## src/rtl/core/periodic_tick_scheduler_defines.svh

```systemverilog
// ----------------------------------------------------------------------------
// Periodic tick scheduler assertion macros
// Shared concurrent assertion forms for the scheduler RTL.
// ----------------------------------------------------------------------------
`ifndef PERIODIC_TICK_SCHEDULER_DEFINES_SVH
`define PERIODIC_TICK_SCHEDULER_DEFINES_SVH

// Same-cycle implication, disabled while reset is asserted.
`define PTS_ASSERT_SAME(lbl, clk, rstn, ante, cons, msg) \
    lbl: assert property (@(posedge clk) disable iff (!rstn) (ante) |-> (cons)) \
        else $error(msg);

// Next-cycle implication, disabled while reset is asserted.
`define PTS_ASSERT_NEXT(lbl, clk, rstn, ante, cons, msg) \
    lbl: assert property (@(posedge clk) disable iff (!rstn) (ante) |=> (cons)) \
        else $error(msg);

`endif

```

## src/rtl/core/pts_pkg.sv

```systemverilog
// ----------------------------------------------------------------------------
// Periodic tick scheduler package
// Action and status codes, register indexes and shared structs.
// ----------------------------------------------------------------------------
`default_nettype none

package pts_pkg;

    typedef enum logic [1:0] {
        ACT_ADVANCE    = 2'd0,
        ACT_BEGIN_PLAY = 2'd1,
        ACT_END_PLAY   = 2'd2,
        ACT_SET_ENABLE = 2'd3
    } t_action;

    typedef enum logic [1:0] {
        ST_OK        = 2'd0,
        ST_LIFECYCLE = 2'd1,
        ST_NONMONO   = 2'd2,
        ST_CANNOT    = 2'd3
    } t_status;

    localparam logic [1:0] REG_INTERVAL      = 2'd0;
    localparam logic [1:0] REG_CAN_EVER_TICK = 2'd1;
    localparam logic [1:0] REG_START_ENABLED = 2'd2;

    localparam int CFG_DATA_BITS = 32;

    typedef struct packed {
        logic playing;
        logic reset_pending;
        logic enable_flag;
    } t_flags;

    typedef struct packed {
        t_status     status;
        logic        ticked;
        logic [63:0] tick_time_ms;
        logic [31:0] delta_ms;
        logic        enabled_now;
    } t_result;

endpackage

`default_nettype wire

```

## src/rtl/core/pts_step.sv

```systemverilog
// ----------------------------------------------------------------------------
// Scheduler step logic
// Next state and result for one item, from the current state and the item.
// ----------------------------------------------------------------------------
`default_nettype none

module pts_step #(
    parameter int TIME_BITS  = 64,
    parameter int DELTA_BITS = 32
) (
    input  pts_pkg::t_action        i_action,
    input  logic [TIME_BITS-1:0]    i_now,
    input  logic                    i_enable_value,
    input  logic [31:0]             i_interval,
    input  logic                    i_can_ever_tick,
    input  pts_pkg::t_flags         i_flags,
    input  logic [TIME_BITS-1:0]    i_last,
    input  logic [TIME_BITS-1:0]    i_prev,
    input  logic [TIME_BITS-1:0]    i_due,
    output pts_pkg::t_flags         o_flags,
    output logic [TIME_BITS-1:0]    o_last,
    output logic [TIME_BITS-1:0]    o_prev,
    output logic [TIME_BITS-1:0]    o_due,
    output pts_pkg::t_result        o_result
);
    import pts_pkg::*;

    localparam int SUM_W = ((TIME_BITS > 32) ? TIME_BITS : 32) + 1;
    localparam int DW    = (TIME_BITS > DELTA_BITS) ? TIME_BITS : DELTA_BITS;
    localparam logic [SUM_W-1:0] TMAX_SUM =
        {{(SUM_W-TIME_BITS){1'b0}}, {TIME_BITS{1'b1}}};
    localparam logic [DW-1:0] DMAX = {DW{1'b1}} >> (DW - DELTA_BITS);

    logic [SUM_W-1:0]     w_sum;
    logic [TIME_BITS-1:0] w_due_after;
    logic [TIME_BITS-1:0] w_diff;
    logic [DW-1:0]        w_diff_w;
    logic [DW-1:0]        w_dsat;
    logic [63:0]          w_dsat64;
    logic                 w_periodic;

    // next deadline, saturated at the top of the time range
    assign w_sum       = SUM_W'(i_now) + SUM_W'(i_interval);
    assign w_due_after = (w_sum > TMAX_SUM) ? {TIME_BITS{1'b1}} : w_sum[TIME_BITS-1:0];

    assign w_diff   = i_now - i_prev;
    assign w_diff_w = DW'(w_diff);
    assign w_dsat   = (w_diff_w > DMAX) ? DMAX : w_diff_w;
    assign w_dsat64 = 64'(w_dsat);

    assign w_periodic = (i_interval == 32'd0) || ((i_now >= i_due) && (i_now != i_prev));

    always_comb begin
        o_flags                = i_flags;
        o_last                 = i_last;
        o_prev                 = i_prev;
        o_due                  = i_due;
        o_result.status        = ST_OK;
        o_result.ticked        = 1'b0;
        o_result.tick_time_ms  = 64'd0;
        o_result.delta_ms      = 32'd0;

        case (i_action)
            ACT_ADVANCE: begin
                if (!i_flags.playing) begin
                    o_result.status = ST_LIFECYCLE;
                end else if (i_now < i_last) begin
                    o_result.status = ST_NONMONO;
                end else begin
                    o_last = i_now;
                    if (i_flags.enable_flag) begin
                        if (i_flags.reset_pending) begin
                            // first tick after a schedule reset: delta stays zero
                            o_flags.reset_pending = 1'b0;
                            o_prev                = i_now;
                            o_due                 = w_due_after;
                            o_result.ticked       = 1'b1;
                            o_result.tick_time_ms = 64'(i_now);
                        end else if (w_periodic) begin
                            o_prev                = i_now;
                            o_due                 = w_due_after;
                            o_result.ticked       = 1'b1;
                            o_result.tick_time_ms = 64'(i_now);
                            o_result.delta_ms     = w_dsat64[31:0];
                        end
                    end
                end
            end
            ACT_BEGIN_PLAY: begin
                o_last                = i_now;
                o_prev                = i_now;
                o_due                 = i_now;
                o_flags.playing       = 1'b1;
                o_flags.reset_pending = 1'b1;
            end
            ACT_END_PLAY: begin
                o_flags.playing = 1'b0;
            end
            ACT_SET_ENABLE: begin
                if (i_enable_value && !i_can_ever_tick) begin
                    o_result.status = ST_CANNOT;
                end else if (i_flags.enable_flag != i_enable_value) begin
                    o_flags.enable_flag   = i_enable_value;
                    o_flags.reset_pending = 1'b1;
                end
            end
            default: begin
                o_result.status = ST_OK;
            end
        endcase

        o_result.enabled_now = o_flags.enable_flag;
    end

endmodule

`default_nettype wire

```

## src/rtl/core/periodic_tick_scheduler.sv

```systemverilog
// ----------------------------------------------------------------------------
// Periodic tick scheduler
// Decides per item whether a periodic tick is due; one result per item.
// Input channel: i_in_valid/o_in_ready with action, now_ms, enable_value.
// Output channel: o_out_valid/i_out_ready with status, ticked, tick time,
// saturated delta and the enable flag after the item.
// Config: i_cfg_we/i_cfg_addr/i_cfg_wdata, to be written only while idle; the
// block does not enforce it. Writing the interval arms a schedule reset; the
// two enable registers reload the flag. An accepted item is registered in
// the input stage; its result is evaluated and registered in the result stage.
// Throughput: one item per cycle unless stalled; the 64-bit compare/add path
// from input register through step logic to result register is the limit.
// Reset clears all timing state, flags and both stages; enable starts at 1.
// o_in_ready is held low while reset is asserted.
// A stalled receiver holds the result; one more item waits in the input
// register, after which o_in_ready drops until the result is taken.
// ----------------------------------------------------------------------------
`default_nettype none

module periodic_tick_scheduler #(
    parameter int TIME_BITS  = 64,
    parameter int DELTA_BITS = 32
) (
    input  logic        i_clk,
    input  logic        i_rst_n,
    // configuration writes
    input  logic        i_cfg_we,
    input  logic [1:0]  i_cfg_addr,
    input  logic [31:0] i_cfg_wdata,
    // input items
    input  logic        i_in_valid,
    output logic        o_in_ready,
    input  logic [1:0]  i_action,
    input  logic [63:0] i_now_ms,
    input  logic        i_enable_value,
    // result items
    output logic        o_out_valid,
    input  logic        i_out_ready,
    output logic [1:0]  o_status,
    output logic        o_ticked,
    output logic [63:0] o_tick_time_ms,
    output logic [31:0] o_delta_ms,
    output logic        o_enabled_now
);
    import pts_pkg::*;
    `include "periodic_tick_scheduler_defines.svh"

    // input stage
    logic                 r_in_valid;
    t_action              r_in_action;
    logic [TIME_BITS-1:0] r_in_now;
    logic                 r_in_enable;

    // configuration
    logic [31:0]          r_interval;
    logic                 r_can_ever_tick;
    logic                 r_start_enabled;

    // scheduler state
    t_flags               r_flags;
    t_flags               n_flags;
    logic [TIME_BITS-1:0] r_last;
    logic [TIME_BITS-1:0] r_prev;
    logic [TIME_BITS-1:0] r_due;

    // result stage
    logic                 r_out_valid;
    t_result              r_out;

    t_flags               w_step_flags;
    logic [TIME_BITS-1:0] w_step_last;
    logic [TIME_BITS-1:0] w_step_prev;
    logic [TIME_BITS-1:0] w_step_due;
    t_result              w_step_result;
    logic                 w_adv;
    logic                 w_in_acc;

    // move the held item into the result register
    assign w_adv      = r_in_valid && (!r_out_valid || i_out_ready);
    assign o_in_ready = i_rst_n && (!r_in_valid || w_adv);
    assign w_in_acc   = i_in_valid && o_in_ready;

    pts_step #(
        .TIME_BITS  (TIME_BITS),
        .DELTA_BITS (DELTA_BITS)
    ) u_step (
        .i_action        (r_in_action),
        .i_now           (r_in_now),
        .i_enable_value  (r_in_enable),
        .i_interval      (r_interval),
        .i_can_ever_tick (r_can_ever_tick),
        .i_flags         (r_flags),
        .i_last          (r_last),
        .i_prev          (r_prev),
        .i_due           (r_due),
        .o_flags         (w_step_flags),
        .o_last          (w_step_last),
        .o_prev          (w_step_prev),
        .o_due           (w_step_due),
        .o_result        (w_step_result)
    );

    // flag update: config writes win; write them only while idle (not enforced)
    always_comb begin
        n_flags = w_adv ? w_step_flags : r_flags;
        if (i_cfg_we) begin
            case (i_cfg_addr)
                REG_INTERVAL: begin
                    n_flags.reset_pending = 1'b1;
                end
                REG_CAN_EVER_TICK: begin
                    n_flags.enable_flag = i_cfg_wdata[0] && r_start_enabled;
                end
                REG_START_ENABLED: begin
                    n_flags.enable_flag = r_can_ever_tick && i_cfg_wdata[0];
                end
                default: begin
                    n_flags = r_flags;
                end
            endcase
        end
    end

    always_ff @(posedge i_clk) begin
        if (!i_rst_n) begin
            r_in_valid      <= 1'b0;
            r_out_valid     <= 1'b0;
            r_interval      <= 32'd0;
            r_can_ever_tick <= 1'b1;
            r_start_enabled <= 1'b1;
            r_flags         <= '{playing: 1'b0, reset_pending: 1'b0, enable_flag: 1'b1};
            r_last          <= '0;
            r_prev          <= '0;
            r_due           <= '0;
        end else begin
            r_flags <= n_flags;
            if (i_cfg_we) begin
                if (i_cfg_addr == REG_INTERVAL) begin
                    r_interval <= i_cfg_wdata;
                end
                if (i_cfg_addr == REG_CAN_EVER_TICK) begin
                    r_can_ever_tick <= i_cfg_wdata[0];
                end
                if (i_cfg_addr == REG_START_ENABLED) begin
                    r_start_enabled <= i_cfg_wdata[0];
                end
            end
            if (w_adv) begin
                r_last <= w_step_last;
                r_prev <= w_step_prev;
                r_due  <= w_step_due;
            end
            if (w_in_acc) begin
                r_in_valid <= 1'b1;
            end else if (w_adv) begin
                r_in_valid <= 1'b0;
            end
            if (w_adv) begin
                r_out_valid <= 1'b1;
            end else if (i_out_ready) begin
                r_out_valid <= 1'b0;
            end
        end
    end

    // payload registers
    always_ff @(posedge i_clk) begin
        if (w_in_acc) begin
            r_in_action <= t_action'(i_action);
            r_in_now    <= i_now_ms[TIME_BITS-1:0];
            r_in_enable <= i_enable_value;
        end
        if (w_adv) begin
            r_out <= w_step_result;
        end
    end

    assign o_out_valid    = r_out_valid;
    assign o_status       = r_out.status;
    assign o_ticked       = r_out.ticked;
    assign o_tick_time_ms = r_out.tick_time_ms;
    assign o_delta_ms     = r_out.delta_ms;
    assign o_enabled_now  = r_out.enabled_now;

    `PTS_ASSERT_SAME(a_tick_ok, i_clk, i_rst_n,
        r_out_valid && r_out.ticked, r_out.status == ST_OK,
        "tick reported with error status")
    `PTS_ASSERT_SAME(a_idle_zero, i_clk, i_rst_n,
        r_out_valid && !r_out.ticked,
        (r_out.tick_time_ms == 64'd0) && (r_out.delta_ms == 32'd0),
        "tick fields set without a tick")
    `PTS_ASSERT_NEXT(a_begin_arms, i_clk, i_rst_n,
        w_adv && (r_in_action == ACT_BEGIN_PLAY) && !i_cfg_we,
        r_flags.playing && r_flags.reset_pending,
        "begin play did not arm the schedule")
    `PTS_ASSERT_NEXT(a_in_hold, i_clk, i_rst_n,
        r_in_valid && !w_adv, r_in_valid,
        "held item dropped from the input stage")

endmodule

`default_nettype wire
```

## config.mk

```make
export PLATFORM = sky130hd
export DESIGN_NAME = periodic_tick_scheduler
export DESIGN_NICKNAME = d
export VERILOG_FILES = /design/src/rtl/core/pts_pkg.sv /design/src/rtl/core/pts_step.sv /design/src/rtl/core/periodic_tick_scheduler.sv
export VERILOG_INCLUDE_DIRS = /design/src /design/src/rtl/core
export SDC_FILE = /design/constraint.sdc
export NUM_CORES = 1
export LEC_CHECK = 0
export BUFFER_PORTS_ARGS = -buffer_cell sky130_fd_sc_hd__buf_4
export CAP_MARGIN = 20
export CORE_UTILIZATION = 55
export DETAILED_ROUTE_END_ITERATION = 8
export GPL_TIMING_DRIVEN = 0
export HOLD_SLACK_MARGIN = 0.12
export PLACE_DENSITY = 0.74
export SKIP_CTS_REPAIR_TIMING = 1
export SKIP_LAST_GASP = 1
export SLEW_MARGIN = 10
export SYNTH_ARGS = -nofsm -noshare
export SYNTH_HDL_FRONTEND = slang
export SYNTH_SLANG_ARGS = --single-unit
```

## constraint.sdc

```tcl
create_clock -name i_clk -period 4.71 [get_ports i_clk]
set_input_delay 0.471 -clock i_clk [delete_from_list [all_inputs] [get_ports i_clk]]
set_output_delay 0.471 -clock i_clk [all_outputs]
set_load 0.05 [all_outputs]
```

; ---- After elaboration in Yosys (flattened, before gate mapping)
; Index checks and enable logic that the tools add are counted.
; W data, S select, Z words.
[classes]
n_addsub = 2
n_lt_le_gt_ge = 4
eq_ne = 14
muxes = 40
bitwise_logic = 4
reduce_logical = 28
[op_table]
columns = cell, count
row1 = $mux W64, 13
row2 = $pmux W64 S2, 3
row3 = $mux W97, 1
row4 = $add A64 B32 Y65, 1
row5 = $gt A65 B64 Y1 const B, 1
row6 = $mux W65, 1
row7 = $ge A64 B64 Y1, 1
row8 = $gt A64 B32 Y1 const B, 1
row9 = $lt A64 B64 Y1, 1
row10 = $ne A64 B64 Y1, 1
row11 = $sub A64 B64 Y64, 1
row12 = $logic_not A32 Y1, 1
row13 = $mux W32, 1
row14 = $mux W2, 5
row15 = $mux W1, 9
row16 = $ne A2 B2 Y1 const B, 4
row17 = $logic_and A1 B1 Y1, 7
row18 = $eq A2 B2 Y1 const B, 3
row19 = $mux W3, 2
row20 = $ne A3 B2 Y1 const B, 2
row21 = $pmux W1 S3, 2
row22 = $reduce_and A2 Y1, 3
row23 = $reduce_and A6 Y1, 1
row24 = $reduce_bool A2 Y1, 3
row25 = other kinds (14), 24
[word_totals]
register_bits = 398
in_bits = 106
output_inout_bits = 102
elab_cells = 111

; ---- Longest topological paths before layout
[depth]
word_depth = 9
ltp_mapped = 16
ltp_nobuf = 14

; ---- Hierarchy
; Synthesis repeated with hierarchy kept, for this count alone.
[unflattened]
cells_unflattened = 3375
hier_area_um2 = 27353.7
[modules_own_cells]
columns = module, instances, cells_each, area_each_um2, seq_area_each_um2
row1 = pts_step, 1, 2186, 14186.1, 0.0
row2 = periodic_tick_scheduler, 1, 1189, 13167.6, 9639.2

; ---- Least setup slack after synthesis
; No wires, ideal clock.
[synth_path]
path_type = register to register
from = register r_out_valid (netlist: o_out_valid)
to = register r_prev[50]
setup_ps = 128
arrival_ps = 4343
slack_ps = 239
path_stages_with_launch = 12
synth_period_minus_slack_ps = 4471
cell_sequence = dfxtp_1 > nor2b_1 > nand2b_1 > inv_1 > a32oi_1 > a21boi_0 > clkbuf_1 > a21oi_2 > buf_4 > buf_4 > mux2i_1 > nor2_1
[synth_via]
elab_chain_len = 4
[synth_lines]
columns = element, line
row1 = from (decl), periodic_tick_scheduler.sv:67  ; logic r_out_valid;
row2 = from (signal assigned), periodic_tick_scheduler.sv:127  ; r_out_valid <= 1'b0;
row3 = from (signal assigned), periodic_tick_scheduler.sv:159  ; r_out_valid <= 1'b1;
row4 = from (signal assigned), periodic_tick_scheduler.sv:161  ; r_out_valid <= 1'b0;
row5 = $logic_not A1 Y1, periodic_tick_scheduler.sv:79  ; assign w_adv = r_in_valid && (!r_out_valid || i_out_ready);
row6 = $logic_or A1 B1 Y1, periodic_tick_scheduler.sv:79
row7 = $logic_and A1 B1 Y1, periodic_tick_scheduler.sv:79
row8 = named net w_adv, periodic_tick_scheduler.sv:75  ; logic w_adv;
row9 = $reduce_and A6 Y1 (no line), --
row10 = to (signal assigned), periodic_tick_scheduler.sv:150  ; r_prev <= w_step_prev;
row11 = to (decl), periodic_tick_scheduler.sv:63  ; logic [TIME_BITS-1:0] r_prev;
; The timed path passes the listed nets, and every way through them passes these cells.
; A chain may end at the register's enable or synchronous reset.

; ---- Final worst setup path
[layout_path]
from = register r_in_now[60]
to = register r_due[18]
[layout_via]
elab_chain_len = 9
word_cells_on_any_way = 17
cone_classes = 1 x add/sub / 3 x order compare / 3 x eq/ne / 7 x mux / 3 x reduce/logical
[layout_lines]
columns = element, line
row1 = from (decl), periodic_tick_scheduler.sv:51  ; logic [TIME_BITS-1:0] r_in_now;
row2 = from (signal assigned), periodic_tick_scheduler.sv:170  ; r_in_now <= i_now_ms[TIME_BITS-1:0];
row3 = $add A64 B32 Y65, pts_step.sv:43  ; assign w_sum = SUM_W'(i_now) + SUM_W'(i_interval);
row4 = $gt A65 B64 Y1, pts_step.sv:44  ; assign w_due_after = (w_sum > TMAX_SUM) ? {TIME_BITS{1'b1}} : w_sum[TIME_BITS-1:0];
row5 = $mux W64, pts_step.sv:44
row6 = $mux W64, pts_step.sv:79  ; end else if (w_periodic) begin
row7 = $mux W64, pts_step.sv:72  ; if (i_flags.reset_pending) begin
row8 = $mux W64, pts_step.sv:71  ; if (i_flags.enable_flag) begin
row9 = $mux W64, pts_step.sv:67  ; end else if (i_now < i_last) begin
row10 = $mux W64, pts_step.sv:65  ; if (!i_flags.playing) begin
row11 = $pmux W64 S2, pts_step.sv:63  ; case (i_action)
row12 = to (signal assigned), periodic_tick_scheduler.sv:151  ; r_due <= w_step_due;
row13 = to (decl), periodic_tick_scheduler.sv:64  ; logic [TIME_BITS-1:0] r_due;
; Several ways; a longest one is shown, not always the timed one. The select of a mux whose other input is x is not followed.

==> flow_metrics.py <==
metrics = {
    "routing": {
        "drt_wl_total_microns": 83000,
        "drc": 0,
        "ant_nets": 0,
        "dr.pass1.iters": 8,
        "num_vias": 23068,
        "vias_per_cell": 6.02,
        "routedWlPerCell_microns": 21.7,
        "first_iter_violations": 1805,
    },
    "global_routing": {
        "grt_max_degree": 66,
        "track_usage_pct": 33.9,
        "antenna_found_initial": 2,
        "grt_pass1_vias": 21700,
        "grt_pass1_wl_microns": 122000,
        "grt_overflow_total": 0,
    },
    "timing": {
        "fin_crit_sh_pct": 98.3,
        "clock_skew_ns": 0.0283,
        "relSlewSlack_pct": 25.9,
        "hold_violations": 0,
        "fmax_ghz": 0.216,
        "worst_slew_pin_slew_ns": 1.10,
        "setup-violations-final": 0,
        "finalMaxSlewViolations": 0,
        "fin_crit_ns": 4.63,
    },
    "cts": {
        "clk_latency_ns": 0.59,
        "clkSinkCount": 398,
        "cts_tree": "built",
        "h-tree-depth": 2,
        "cts_max_path_buffers": 3,
        "clk_pin_slew_ns": 0.06,
        "cts_buffers": 42,
        "cts_root_buf": "clkbuf_16",
    },
    "floorplan": {
        "start_util_pct": 56.1,
        "die_y_microns": 215,
        "dieArea_sq_um": 46200,
        "rows": 77,
        "die_w_microns": 215,
        "core-area_sq_um": 44400,
        "io_pins": 208,
    },
    "setup_path": {
        "critPathTopFamily": "simple AND/OR/NAND/NOR gates",
        "r2r-start": "r_in_now[60]",
        "slowest_delay_ns": 0.61,
        "path_cells": "ha_1, nand4_1, nor2_1, nand2_1, or3_1, or4_1, or3_1, o32ai_1, o31ai_1, a21oi_2, buf_4, buf_4, clkbuf_4, o311ai_1, a21oi_1",
        "critPathCaptureType": "flip-flop",
        "slowest_stage": "or4_1",
        "arrival_ns": 5.13,
        "start_kind": "flip-flop",
        "startpoint": "r_in_now[60]",
        "cp.required_ns": 5.20,
        "cp_max_fo": 10,
        "critical_path_buf_inv_count": 3,
        "criticalPathCategory": "flip-flop to flip-flop",
    },
    "pwr": {
        "p_per_area_nw_per_um2": 283,
        "max-vdd-ir-drop_uv": 316,
        "p_total_mw": 8.62,
        "p_leak_nw": 12.2,
    },
    "yosys": {
        "yosys-top-cells-count": "nor2_1, a21oi_1, dfxtp_1, ha_1, inv_1",
        "synthDistinctLibCells": 86,
        "syn_nets": 3118,
        "netlist_top_cells_area": "edfxtp_1, dfxtp_1, ha_1, mux2i_1, a21oi_1",
        "synth_area_sq_um": 24900,
        "synth_top_area_share_pct": 20.1,
        "ys_warn_count": 0,
        "synth_top_flop_cell": "dfxtp_1",
        "ys_seq_area_share_pct": 38.7,
        "synth_area_per_cell_sq_um": 8.97,
        "synth_most_common_cell": "nor2_1",
        "synth.ff_latch_count": 398,
        "synth_edf_count": 167,
        "yosysTopAreaCell": "edfxtp_1",
        "ys_async_sr_fraction_pct": 0,
        "syn_inst": 2779,
    },
    "place": {
        "dp.final_hpwl_microns": 61500,
        "placedCellCount": 3580,
        "io_buffers": 206,
        "gp_congestion": 0.993,
    },
    "cells_and_area": {
        "postLayoutCoreUtil_pct": 68.5,
        "final_layout_size_suffix_gt1_share_pct": 16.7,
        "num-fill-cells": 3527,
        "fin_cells": 3831,
        "n_antenna_cell": 0,
        "area_delta_synth_final_pct": 22.1,
        "layout.nets": 3545,
    },
    "worst_hold_path": {
        "min_from": "i_in_valid",
        "min_path_type": "primary input to flip-flop",
    },
    "flow_run": {
        "maxCapViolCount": 0,
    },
    "outcome": {
        "status": "finished, final reports clean",
    },
}
cells by family after synthesis:
group,synth area share [%]
AOI/OAI and AO/OA,18.7
xor gates and xnor gates,2.56
adders and majority gates,11.8
buffers and inverters,5.72
DFF,38.7
muxes,5.73
and+or+nand+nor,16.8
state kept, by name, summed over array words and instances (netlist names):
register,cells
r_in_now,64
o_enabled_now,1
r_in_enable,1
o_tick_time_ms,64
r_can_ever_tick,1
r_in_valid,1
r_start_enabled,1
r_due,64
r_prev,64
o_out_valid,1
o_delta_ms,32
r_in_action,2
r_flags,3
o_status,2
r_interval,32
r_last,64
o_ticked,1
area by class of cell:
type | count | area [sq um] | share of cell area [%]
inverters | 228 | 858 | 2.82
well taps | 592 | 741 | 2.43
repair buffers | 391 | 3150 | 10.4
clock inverters | 15 | 159 | 0.522
plain buffers | 121 | 558 | 1.83
multi-input cells | 2024 | 14100 | 46.4
flip-flops and latches | 398 | 9640 | 31.7
clock buffers | 62 | 1200 | 3.93
power breakdown:
| group | switching [mW] | internal, mW | leakage (nW) |
|---|---|---|---|
| clock | 1.43 | 1.93 | 0.650 |
| sequential | 0.0913 | 3.70 | 3.41 |
| combinational | 0.913 | 0.557 | 8.09 |
| total | 2.43 | 6.19 | 12.2 |
path summary, 6_finish.rpt:
path	to	slack, ns	depth (start not counted)
hold / removal	r_in_valid	0.12	3
setup reg to reg	r_due[18]	0.08	15
hold reg to reg	r_due[62]	0.47	1
setup / recovery	r_due[18]	0.08	15
metrics by stage:
stage | instance area (sq um) | setup slack [ns] | hold slack [ns] | setup TNS, ns
6_report | 30400 | 0.0778 | 0.121 | 0
3_3_place_gp | 27200 | -1.48 | 0.446 | -258.95
2_1_floorplan | 24900 | 0.239 | 0.432 | 0
3_5_place_dp | 27300 | -0.883 | 0.448 | -99.24
4_1_cts | 28600 | -0.907 | 0.0416 | -102.34
5_1_grt | 30400 | -0.0609 | 0.153 | -0.423
worst register-to-register path: cells and delay by family, from the launching register on:
family	cells	cell delay (ns)
buf+inv	3	0.75
compound gates	5	1.03
fa+ha+maj	1	0.36
flops	1	0.49
simple gates	6	1.90
routing by layer:
metal  up-vias  GRT usage, %  wire length, microns
met5         -             0                    22
met4         4          12.9                  3220
met3       211          3.86                  6330
met2       966          55.9                 38600
met1     11067          45.6                 34800
li1      10820             -                     -
placed cells by master (no fill, tap or decap), types with 74 or more instances in the layout:
cell type	instances
buf_4	327
ha_1	222
o21ai_0	95
and2_1	74
dfxtp_1	231
edfxtp_1	167
inv_1	225
nand2_1	197
clkbuf_1	85
a21o_1	80
nor2_1	268
mux2i_1	137
a21oi_1	236
Power figures use the tool's default switching activity.
